$ cat src/rtl/ptts_pkg.sv
// Package: shared types, codes and sizes for the periodic task tick scheduler.
package ptts_pkg;

  localparam int NUM_TASKS = 8;
  localparam int IDX_W     = (NUM_TASKS > 1) ? $clog2(NUM_TASKS) : 1;

  // Operation codes
  localparam logic [2:0] FUNC_TICK    = 3'd0;
  localparam logic [2:0] FUNC_CREATE  = 3'd1;
  localparam logic [2:0] FUNC_SUSPEND = 3'd2;
  localparam logic [2:0] FUNC_RESUME  = 3'd3;
  localparam logic [2:0] FUNC_DELETE  = 3'd4;

  // Result kinds
  localparam logic [1:0] KIND_DUE    = 2'd0;
  localparam logic [1:0] KIND_DONE   = 2'd1;
  localparam logic [1:0] KIND_STATUS = 2'd2;

  // Command status codes
  localparam logic [1:0] ST_OK     = 2'd0;
  localparam logic [1:0] ST_RANGE  = 2'd1;
  localparam logic [1:0] ST_TAKEN  = 2'd2;
  localparam logic [1:0] ST_NOTASK = 2'd3;

  typedef struct packed {
    logic [2:0]  func;
    logic [7:0]  slot;
    logic [31:0] period;
    logic [31:0] first_delay;
  } cmd_item_t;

  typedef struct packed {
    logic [1:0] kind;
    logic [7:0] task_index;
    logic [1:0] status;
    logic       last;
  } res_item_t;

endpackage

$ cat src/rtl/ptts_slot_mem.sv
// Period and countdown storage for all task slots, one registered read port.
module ptts_slot_mem
  import ptts_pkg::*;
(
  input  logic             clk,
  input  logic             rd_en,
  input  logic [IDX_W-1:0] rd_addr,
  input  logic [IDX_W-1:0] wr_addr,
  input  logic             per_we,
  input  logic [31:0]      per_wdata,
  input  logic             cd_we,
  input  logic [31:0]      cd_wdata,
  output logic [31:0]      per_rdata,
  output logic [31:0]      cd_rdata
);

  logic [31:0] per_mem [NUM_TASKS];
  logic [31:0] cd_mem  [NUM_TASKS];

  // Write ports
  always_ff @(posedge clk) begin
    if (per_we) begin
      per_mem[wr_addr] <= per_wdata;
    end
    if (cd_we) begin
      cd_mem[wr_addr] <= cd_wdata;
    end
  end

  // Registered read, held between reads
  always_ff @(posedge clk) begin
    if (rd_en) begin
      per_rdata <= per_mem[rd_addr];
      cd_rdata  <= cd_mem[rd_addr];
    end
  end

endmodule

$ cat src/rtl/ptts_cnt_unit.sv
// Shared countdown unit: zero test and one decrementer for count or reload.
module ptts_cnt_unit (
  input  logic [31:0] cd,
  input  logic [31:0] per,
  output logic        due,
  output logic [31:0] cd_next
);

  logic [31:0] operand;

  assign due     = (cd == 32'd0);
  // Due slots reload from period, others count down; one subtractor serves both
  assign operand = due ? per : cd;
  assign cd_next = (operand == 32'd0) ? 32'd0 : operand - 32'd1;

endmodule

$ cat src/rtl/ptts_out_buf.sv
// Single-entry result register between the sequencer and the result channel.
module ptts_out_buf
  import ptts_pkg::*;
(
  input  logic      clk,
  input  logic      rst,
  input  logic      push,
  input  res_item_t push_item,
  output logic      can_load,
  output logic      res_valid,
  input  logic      res_stall,
  output res_item_t res_item
);

  // Free when empty or when the held result transfers this cycle
  assign can_load = !res_valid || !res_stall;

  always_ff @(posedge clk) begin
    if (rst) begin
      res_valid <= 1'b0;
    end else if (can_load) begin
      res_valid <= push;
    end
  end

  always_ff @(posedge clk) begin
    if (push && can_load) begin
      res_item <= push_item;
    end
  end

endmodule

$ cat src/rtl/periodic_task_tick_scheduler.sv
// Top level: command decode, slot walk sequencer and task state flags.
// Tick: accepted in S_IDLE, then S_READ for each suspended or free slot and S_READ
//   then S_EVAL per running slot (memory read, then countdown update), then S_DONE.
//   The single memory port sets the pace.
// Commands pass from S_IDLE to S_CMD; unknown operations are taken with no result.
// A result appears in the cycle after it is produced; an output stall holds the sequencer.
// Reset (rst, synchronous) frees and suspends every slot and empties the output.
module periodic_task_tick_scheduler
  import ptts_pkg::*;
(
  input  logic      clk,
  input  logic      rst,
  input  logic      cmd_valid,
  output logic      cmd_stall,
  input  cmd_item_t cmd_item,
  output logic      res_valid,
  input  logic      res_stall,
  output res_item_t res_item
);

  typedef enum logic [4:0] {
    S_IDLE = 5'b00001,
    S_READ = 5'b00010,
    S_EVAL = 5'b00100,
    S_CMD  = 5'b01000,
    S_DONE = 5'b10000
  } state_t;

  state_t state, state_next;

  cmd_item_t             cmd_r;
  logic [IDX_W-1:0]      idx;
  logic [NUM_TASKS-1:0]  slot_used;
  logic [NUM_TASKS-1:0]  slot_running;

  logic        push;
  res_item_t   push_item;
  logic        can_load;

  logic [31:0] per_rdata, cd_rdata;
  logic        due;
  logic [31:0] cd_next;

  logic             cmd_xfer;
  logic             last_idx;
  logic             eval_adv;
  logic [IDX_W-1:0] sel;
  logic             in_range;
  logic             sel_used, sel_run;
  logic [1:0]       st;
  logic             cmd_ok;
  logic             per_we, cd_we;
  logic [IDX_W-1:0] wr_addr;
  logic [31:0]      per_wdata, cd_wdata;

  assign cmd_stall = (state != S_IDLE);
  assign cmd_xfer  = cmd_valid && !cmd_stall;
  assign last_idx  = (idx == IDX_W'(NUM_TASKS - 1));
  assign eval_adv  = !due || can_load;

  // Command slot decode and status
  assign sel      = cmd_r.slot[IDX_W-1:0];
  assign in_range = (cmd_r.slot < 8'(NUM_TASKS));
  assign sel_used = slot_used[sel];
  assign sel_run  = slot_running[sel];

  always_comb begin
    st = ST_OK;
    if (!in_range) begin
      st = ST_RANGE;
    end else begin
      case (cmd_r.func)
        FUNC_CREATE:  st = sel_used ? ST_TAKEN : ST_OK;
        FUNC_SUSPEND: st = (sel_used && sel_run) ? ST_OK : ST_NOTASK;
        FUNC_RESUME:  st = (sel_used && !sel_run) ? ST_OK : ST_NOTASK;
        FUNC_DELETE:  st = sel_used ? ST_OK : ST_NOTASK;
        default:      st = ST_NOTASK;
      endcase
    end
  end

  assign cmd_ok = (state == S_CMD) && can_load && (st == ST_OK);

  // Sequencer
  always_comb begin
    state_next = state;
    case (state)
      S_IDLE: begin
        if (cmd_xfer) begin
          case (cmd_item.func) inside
            FUNC_TICK:                                     state_next = S_READ;
            FUNC_CREATE, FUNC_SUSPEND, FUNC_RESUME, FUNC_DELETE: state_next = S_CMD;
            default:                                       state_next = S_IDLE;
          endcase
        end
      end
      S_READ: begin
        if (slot_running[idx]) begin
          state_next = S_EVAL;
        end else if (last_idx) begin
          state_next = S_DONE;
        end
      end
      S_EVAL: begin
        if (eval_adv) begin
          state_next = last_idx ? S_DONE : S_READ;
        end
      end
      S_CMD: begin
        if (can_load) begin
          state_next = S_IDLE;
        end
      end
      S_DONE: begin
        if (can_load) begin
          state_next = S_IDLE;
        end
      end
      default: state_next = S_IDLE;
    endcase
  end

  always_ff @(posedge clk) begin
    if (rst) begin
      state <= S_IDLE;
    end else begin
      state <= state_next;
    end
  end

  // Latched command
  always_ff @(posedge clk) begin
    if (cmd_xfer) begin
      cmd_r <= cmd_item;
    end
  end

  // Slot walk index
  always_ff @(posedge clk) begin
    if (rst) begin
      idx <= '0;
    end else if (cmd_xfer) begin
      idx <= '0;
    end else if ((state == S_READ && !slot_running[idx] && !last_idx) ||
                 (state == S_EVAL && eval_adv && !last_idx)) begin
      idx <= idx + IDX_W'(1);
    end
  end

  // Occupied and running flags
  always_ff @(posedge clk) begin
    if (rst) begin
      slot_used    <= '0;
      slot_running <= '0;
    end else if (cmd_ok) begin
      case (cmd_r.func)
        FUNC_CREATE: begin
          slot_used[sel]    <= 1'b1;
          slot_running[sel] <= 1'b1;
        end
        FUNC_SUSPEND: slot_running[sel] <= 1'b0;
        FUNC_RESUME:  slot_running[sel] <= 1'b1;
        FUNC_DELETE: begin
          slot_used[sel]    <= 1'b0;
          slot_running[sel] <= 1'b0;
        end
        default: ;
      endcase
    end
  end

  // Memory write selection: tick updates countdown, create/delete rewrite the slot
  always_comb begin
    per_we    = 1'b0;
    cd_we     = 1'b0;
    wr_addr   = idx;
    per_wdata = cmd_r.period;
    cd_wdata  = cd_next;
    if (state == S_EVAL) begin
      cd_we = eval_adv;
    end else if (cmd_ok && (cmd_r.func == FUNC_CREATE || cmd_r.func == FUNC_DELETE)) begin
      per_we  = 1'b1;
      cd_we   = 1'b1;
      wr_addr = sel;
      if (cmd_r.func == FUNC_CREATE) begin
        cd_wdata = cmd_r.first_delay;
      end else begin
        per_wdata = 32'd0;
        cd_wdata  = 32'd0;
      end
    end
  end

  // Result selection
  always_comb begin
    push      = 1'b0;
    push_item = '0;
    case (state)
      S_EVAL: begin
        push                 = due;
        push_item.kind       = KIND_DUE;
        push_item.task_index = 8'(idx);
      end
      S_DONE: begin
        push           = 1'b1;
        push_item.kind = KIND_DONE;
        push_item.last = 1'b1;
      end
      S_CMD: begin
        push                 = 1'b1;
        push_item.kind       = KIND_STATUS;
        push_item.task_index = cmd_r.slot;
        push_item.status     = st;
        push_item.last       = 1'b1;
      end
      default: ;
    endcase
  end

  ptts_slot_mem u_mem (
    .clk       (clk),
    .rd_en     (state == S_READ),
    .rd_addr   (idx),
    .wr_addr   (wr_addr),
    .per_we    (per_we),
    .per_wdata (per_wdata),
    .cd_we     (cd_we),
    .cd_wdata  (cd_wdata),
    .per_rdata (per_rdata),
    .cd_rdata  (cd_rdata)
  );

  ptts_cnt_unit u_cnt (
    .cd      (cd_rdata),
    .per     (per_rdata),
    .due     (due),
    .cd_next (cd_next)
  );

  ptts_out_buf u_out (
    .clk       (clk),
    .rst       (rst),
    .push      (push),
    .push_item (push_item),
    .can_load  (can_load),
    .res_valid (res_valid),
    .res_stall (res_stall),
    .res_item  (res_item)
  );

endmodule

$ cat config.mk
export PLATFORM = sky130hd
export DESIGN_NAME = periodic_task_tick_scheduler
export DESIGN_NICKNAME = d
export VERILOG_FILES = /design/src/rtl/ptts_pkg.sv /design/src/rtl/ptts_slot_mem.sv /design/src/rtl/ptts_cnt_unit.sv /design/src/rtl/ptts_out_buf.sv /design/src/rtl/periodic_task_tick_scheduler.sv
export SDC_FILE = /design/constraint.sdc
export NUM_CORES = 1
export LEC_CHECK = 0
export ABC_CLOCK_PERIOD_IN_PS = 18000
export BUFFER_PORTS_ARGS = -buffer_cell sky130_fd_sc_hd__buf_2
export CORE_AREA = 5 5 242 197
export DETAILED_ROUTE_END_ITERATION = 6
export DIE_AREA = 0 0 247 202
export GPL_ROUTABILITY_DRIVEN = 1
export PLACE_DENSITY = 0.79
export SLEW_MARGIN = 0
export SYNTH_ARGS = -nofsm -noshare
export SYNTH_HDL_FRONTEND = slang
export SYNTH_SLANG_ARGS = --single-unit
$ cat constraint.sdc
create_clock -name clk -period 18 [get_ports clk]
set_input_delay 3.6 -clock clk [delete_from_list [all_inputs] [get_ports clk]]
set_output_delay 3.6 -clock clk [all_outputs]
set_load 0.005 [all_outputs]
# Word level (Yosys, flattened, before mapping)
# Memory sizes are Yosys's and may differ from the RTL's. A register that Yosys moved wholly into a read port is not among the register bits.
# Index checks and enable logic that the tools add are counted.
# op_classes
n_addsub	2
magnitude_cmp	4
eq_ne	19
n_mux	46
bitwise_logic	5
n_reduce_logical	37
# ops
cell	n
two-way mux 32 bit	8
logical NOT 32 bit	2
one-hot mux 8 bit (2 select lines)	3
subtractor 32 x 1 -> 32 bit (second input constant)	1
two-way mux 5 bit	6
one-hot mux 5 bit (4 select lines)	1
AND 8 bit	2
OR 8 bit	2
== test 3 x 2 -> 1 bit (second input constant)	4
logical AND 1 bit	12
two-way mux 1 bit	12
two-way mux 2 bit	5
binary-select mux 1 bit (select 3 bit)	3
== test 3 bit (second input constant)	3
less-than comparator 3 x 4 -> 1 bit (second input constant)	2
less-than comparator 8 x 4 -> 1 bit (second input constant)	1
two-way mux 4 bit	2
inverter 8 bit	1
one-hot mux 2 bit (4 select lines)	1
OR reduction 2 bit	4
logical NOT 1 bit	7
== test 3 x 1 -> 1 bit (second input constant)	2
two-way mux 3 bit	2
== test 5 x 1 -> 1 bit (second input constant)	1
20 further kinds	26
# totals
regBits	113
ram_bits	512
out_inout_bits	15
wordCells	128
mem_count	2
# memory_table
memory	words	word_bits	rd	rd_clocked_by_memory_dff	write_ports	line	text
u_mem.cd_mem	8	32	1	1	1	ptts_slot_mem.sv:18	logic [31:0] cd_mem [NUM_TASKS];
u_mem.per_mem	8	32	1	1	1	ptts_slot_mem.sv:17	logic [31:0] per_mem [NUM_TASKS];

# Depth between registers and ports, before layout
# logic_depth
ltp_word	14
mapped_depth	17
depth_no_buf	13

# By module
# Synthesis repeated with hierarchy kept, for this count alone.
# unflattened
cells_unflattened	1548
area_unflattened_um2	28193.3
# modules_own_cells
module	n_inst	cells_per_inst	area_per_inst_um2	seq_area_each_um2
ptts_slot_mem	1	826	21230.4	17296.6
periodic_task_tick_scheduler	1	440	4927.2	2732.6
ptts_cnt_unit	1	264	1606.5	0.0
ptts_out_buf	1	18	429.2	410.4

# Least setup slack after synthesis
# OpenSTA, ideal clock, no wires.
# synth_path
path_kind	reg-to-reg
from	reg state[4]
to	reg idx[2]
setup_ns	0.119
t_arrival_ns	8.390
required_ns	17.881
slack_ns	9.491
stages_incl_launch_ff	7
path_buffers	0
cell_sequence	dfxtp_1 > nor2_1 > nor4bb_1 > nand2_1 > a21oi_1 > mux2i_1 > nor2_1
# synth_between
elab_chain_cells	4
elab_cells_between_ends	11
classes_between	3 x eq/ne; 8 x reduce/logical
# synth_lines
item	line	text
start: declaration	periodic_task_tick_scheduler.sv:29	state_t state, state_next;
start signal: assignment	periodic_task_tick_scheduler.sv:127	state <= state_next;
!= test 5 x 1 -> 1 bit (tied with other cells)	periodic_task_tick_scheduler.sv:56	assign cmd_stall = (state != S_IDLE);
logical NOT 1 bit (tied with other cells)	periodic_task_tick_scheduler.sv:57	assign cmd_xfer = cmd_valid && !cmd_stall;
logical AND 1 bit, on equally long branches	periodic_task_tick_scheduler.sv:57, periodic_task_tick_scheduler.sv:144, periodic_task_tick_scheduler.sv:145	
OR reduction 2 bit (no line) / logical OR 1 bit (equally long branches)	-	
end signal: assignment	periodic_task_tick_scheduler.sv:146	idx <= idx + IDX_W'(1);
end: declaration	periodic_task_tick_scheduler.sv:32	logic [IDX_W-1:0] idx;
# Parallel ways exist; a longest one is shown, timed or not.
# A chain may end at the register's enable or synchronous reset.

# Worst setup path after layout
# layout_path
from	in res_stall
to	mem u_mem.cd_mem[0][22] (enable)
# layout_between
elab_chain_cells	9
elab_cells_between_ends	12
classes_between	6 x mux; 6 x reduce/logical
# layout_lines
item	line	text
start: declaration	periodic_task_tick_scheduler.sv:17	input logic res_stall,
logical NOT 1 bit *	ptts_out_buf.sv:16	assign can_load = !res_valid || !res_stall;
logical OR 1 bit *	ptts_out_buf.sv:16	
logical AND 1 bit (2 in a row)	periodic_task_tick_scheduler.sv:82	assign cmd_ok = (state == S_CMD) && can_load && (st == ST_OK);
logical AND 1 bit	periodic_task_tick_scheduler.sv:181	end else if (cmd_ok && (cmd_r.func == FUNC_CREATE || cmd_r.func == FUNC_DELETE)) begin
two-way mux 1 bit	periodic_task_tick_scheduler.sv:181	
two-way mux 1 bit	periodic_task_tick_scheduler.sv:179	if (state == S_EVAL) begin
two-way mux 1 bit	ptts_slot_mem.sv:25	if (cd_we) begin
two-way mux 1 bit (implied by the code)	ptts_slot_mem.sv:26	cd_mem[wr_addr] <= cd_wdata;
end: declaration	ptts_slot_mem.sv:18	
# Mark *: on every way between the ends. The rest lies on a longest branch, timed or not.

==> metrics.cfg <==
[status]
status=finished, final reports clean

[setup_path]
cpMaxStageDelayCell=nand4_1
worstRegToRegCells=11
timing_worst_setup_path_type=in -> reg
timing.critical_path.required_ns=18.24
crit_arrival_ns=6.08
worst_path_largest_cell_delay_ns=0.73
worst-r2r-setup-slack_ns=13.19
reg2reg_start=u_mem.cd_rdata[2]$_DFFE_PP_
critical_path.cell_chain=buf_2 > a21oi_1 > nand4_1 > o22a_1 > nor2_4 > buf_4
critical_path.endpoint_type=register
critPathLaunchType=input pin
worst_r2r_endpoint=u_mem.cd_mem[2][14]$_DFFE_PP_
critPathLaunch=res_stall
critical_path.max_fanout=32

[floorplanning]
i_o_pin_count=94
chipWidth_um=247
row_count=70
floorplan.initialDensity_pct=61.1
design.die.area_um2=49900
floorplan.die.height_um=202
core_region_area_um2=45100

[final_layout]
instances_no_fill=2238
syn2layout_area_growth_pct=11.8
fillerInstances=2759
final_common_cell=edfxtp_1
insertedDiodeCount=0
final_layout_size_suffix_gt1_share_pct=28.2
finish.net_count=1657
final_cell_mix=664 x edfxtp_1, 131 x mux4_2, 93 x buf_2, 70 x mux2_2

[global_route]
globalRouteMet3Util_pct=4.24
gr-max-usage-layer=met2
antenna_found_initial=1
groute.layer.met1.usage_pct=35.8
grt_max_degree=72
met2_usage_pct=36.9
grt_pass1_wl_mm=88.8
first_global_vias=14500
grt_util_all_layers_pct=23.7
globalRoute.totalOverflow=0

[drt]
viasPerCell=6.39
detail-route-antenna-nets=0
detail_route.wirelength_mm=58.2
vias=14300
drt_iter0_drc=1786
drt_drc_violations_left=0
detail_route.first_pass.iterations=5
wl_per_cell_um=26.0

[cts]
post-cts-setup-buffers=0
insertion_delay_ns=0.62
clockBufferDepth=3
clock_sink_count=689
postCtsResizedCells=0
cts.root.buffer_cell=clkbuf_16
cts_tree=built
clkSlewWorstSetupHoldPaths_ns=0.06
cts_inserted_buffers=61
cts-htree-levels=2
cts.hold.buffers_added=0

[sta]
skew_ns=0.0140
clock.fmax_mhz=171
final_number_of_hold_violating_endpoints=0
final_setup_fails=0
worst_slew_pin_slew_ns=1.14
grt_setup_unrepaired=no
timing.max_slew.rel_slack_pct=23.9
setup_tns_ns=0
min_period_over_period_pct=32.4
min_period_ns=5.84
maxSlewViolCount=0

[synth]
synth_enable_flop_cells=664
synthesis.nets=1540
netlist_area_um2=27600
syn_inst=1458
ys_async_sr_fraction_pct=0
synth.ff_latch_count=689
yosysWarningCount=0
post_synth_num_cell_types=79
seq_area_frac_synth_pct=74.2
yosys_most_used_dff=edfxtp_1
syn-mean-instance-area_um2=18.9

[place]
placed_cells_incl_taps=2124
place_hpwl_mm=33.3
gp_congestion=0.942
port_buffers=93

[worst_hold_path]
hp-class=reg -> reg
whs_path_depth=1

[pwr]
ir_worst_vdd_uv=77.2
power.leakage_uw=0.00956
power_density_nw_per_um2=102

[job]
max_cap_violations=0

[cells in the mapped netlist (all sizes together), types with 4 or more instances]
library cell	number	share of area, %
o21ai	40	0.75
mux4	131	11
clkbuf	40	0.55
nand3	14	0.30
nor3	23	0.42
or2	10	0.23
nand2b	14	0.32
nand2	61	0.83
dfxtp	25	1.8
a21o	7	0.19
inv	5	0.068
or3	11	0.26
or4	8	0.25
nor2b	9	0.20
xor2	13	0.41
a21oi	47	0.85
nor2	58	0.79
mux2	70	2.9
xnor2	11	0.35
edfxtp	664	72
nor4	12	0.37
o21a	4	0.11
buf	24	0.43
and3	10	0.23
nor3b	4	0.13
and2	42	0.96
a211oi	13	0.35
o211ai	6	0.16
o311ai	4	0.13
nand4	6	0.16
o31ai	5	0.14
a211o	4	0.13
mux2i	17	0.62
[cell families after synthesis]
kind of cell	count (synthesis)	share of synthesized area [%]
AOI/OAI and AO/OA	160	3.82
xor gates and xnor gates	24	0.763
adders and majority gates	3	0.136
buffers and inverters	69	1.04
DFF	689	74.2
muxes	218	14.2
and+or+nand+nor	295	5.87
[sequential cells by signal, summed over array words and instances, names as in the netlist, named ones only]
name	count
u_mem.cd_mem	256
cmd_r	75
u_mem.per_rdata	32
u_mem.per_mem	256
u_out.res_valid	1
u_mem.cd_rdata	32
idx	3
state	5
u_out.res_item	13
[per-layer routing]
metal | part of all wire [%] | vias up | wire length, um
met4 | 2.0 | 0 | 1180
met1 | 41 | 7268 | 23700
met5 | 0 | - | 0
li1 | - | 6169 | -
met2 | 48 | 770 | 28000
met3 | 9.3 | 93 | 5390
[stage by stage]
| step | total power, uW | hold slack, ns | util [%] | setup slack [ns] | area (um^2) |
|---|---|---|---|---|---|
| floorplan | 1860 | 0.440 | - | 9.49 | 27600 |
| global placement | 1890 | 0.450 | 64.0 | 11.69 | 28900 |
| detailed placement | 1890 | 0.462 | 64.0 | 11.63 | 28900 |
| CTS | 3150 | 0.486 | 68.3 | 12.26 | 30800 |
| global route | 3240 | 0.501 | 68.3 | 12.10 | 30800 |
| finish | 3130 | 0.484 | 68.3 | 12.16 | 30800 |
[worst max-delay path by stage]
stage / to / cells past startpoint
floorplan: idx[2]$_SDFFE_PP0P_ / 6
global placement: u_mem.cd_mem[0][13]$_DFFE_PP_ / 6
detailed placement: u_mem.cd_mem[0][17]$_DFFE_PP_ / 6
CTS: u_mem.cd_mem[0][20]$_DFFE_PP_ / 6
global route: u_mem.cd_mem[0][20]$_DFFE_PP_ / 6
finish: u_mem.cd_mem[0][22]$_DFFE_PP_ / 6
[power by group]
part | switching, uW | leakage [uW] | internal, uW | total, uW
registers | 14.4 | 0.00619 | 1780 | 1790
logic | 44.9 | 0.00242 | 22.3 | 67.2
clock network | 562 | 0.000947 | 711 | 1270
[worst max-delay path: cells and delay by family]
family	cells	cell delay, ns
AO/OA/AOI/OAI	2	0.93
buffers and inverters	2	0.65
AND/OR/NAND/NOR	2	0.88
[layout make-up]
| cell class | instances | area [um^2] | area share [%] |
|---|---|---|---|
| flip-flops and latches | 689 | 20500 | 66.4 |
| well taps | 612 | 766 | 2.49 |
| inverters | 5 | 18.8 | 0.0609 |
| clock buffers | 76 | 1580 | 5.14 |
| clock inverters | 38 | 354 | 1.15 |
| repair buffers | 118 | 653 | 2.12 |
| multi-input cells | 700 | 6980 | 22.7 |
No activity file was read; power rests on OpenSTA's default activity.
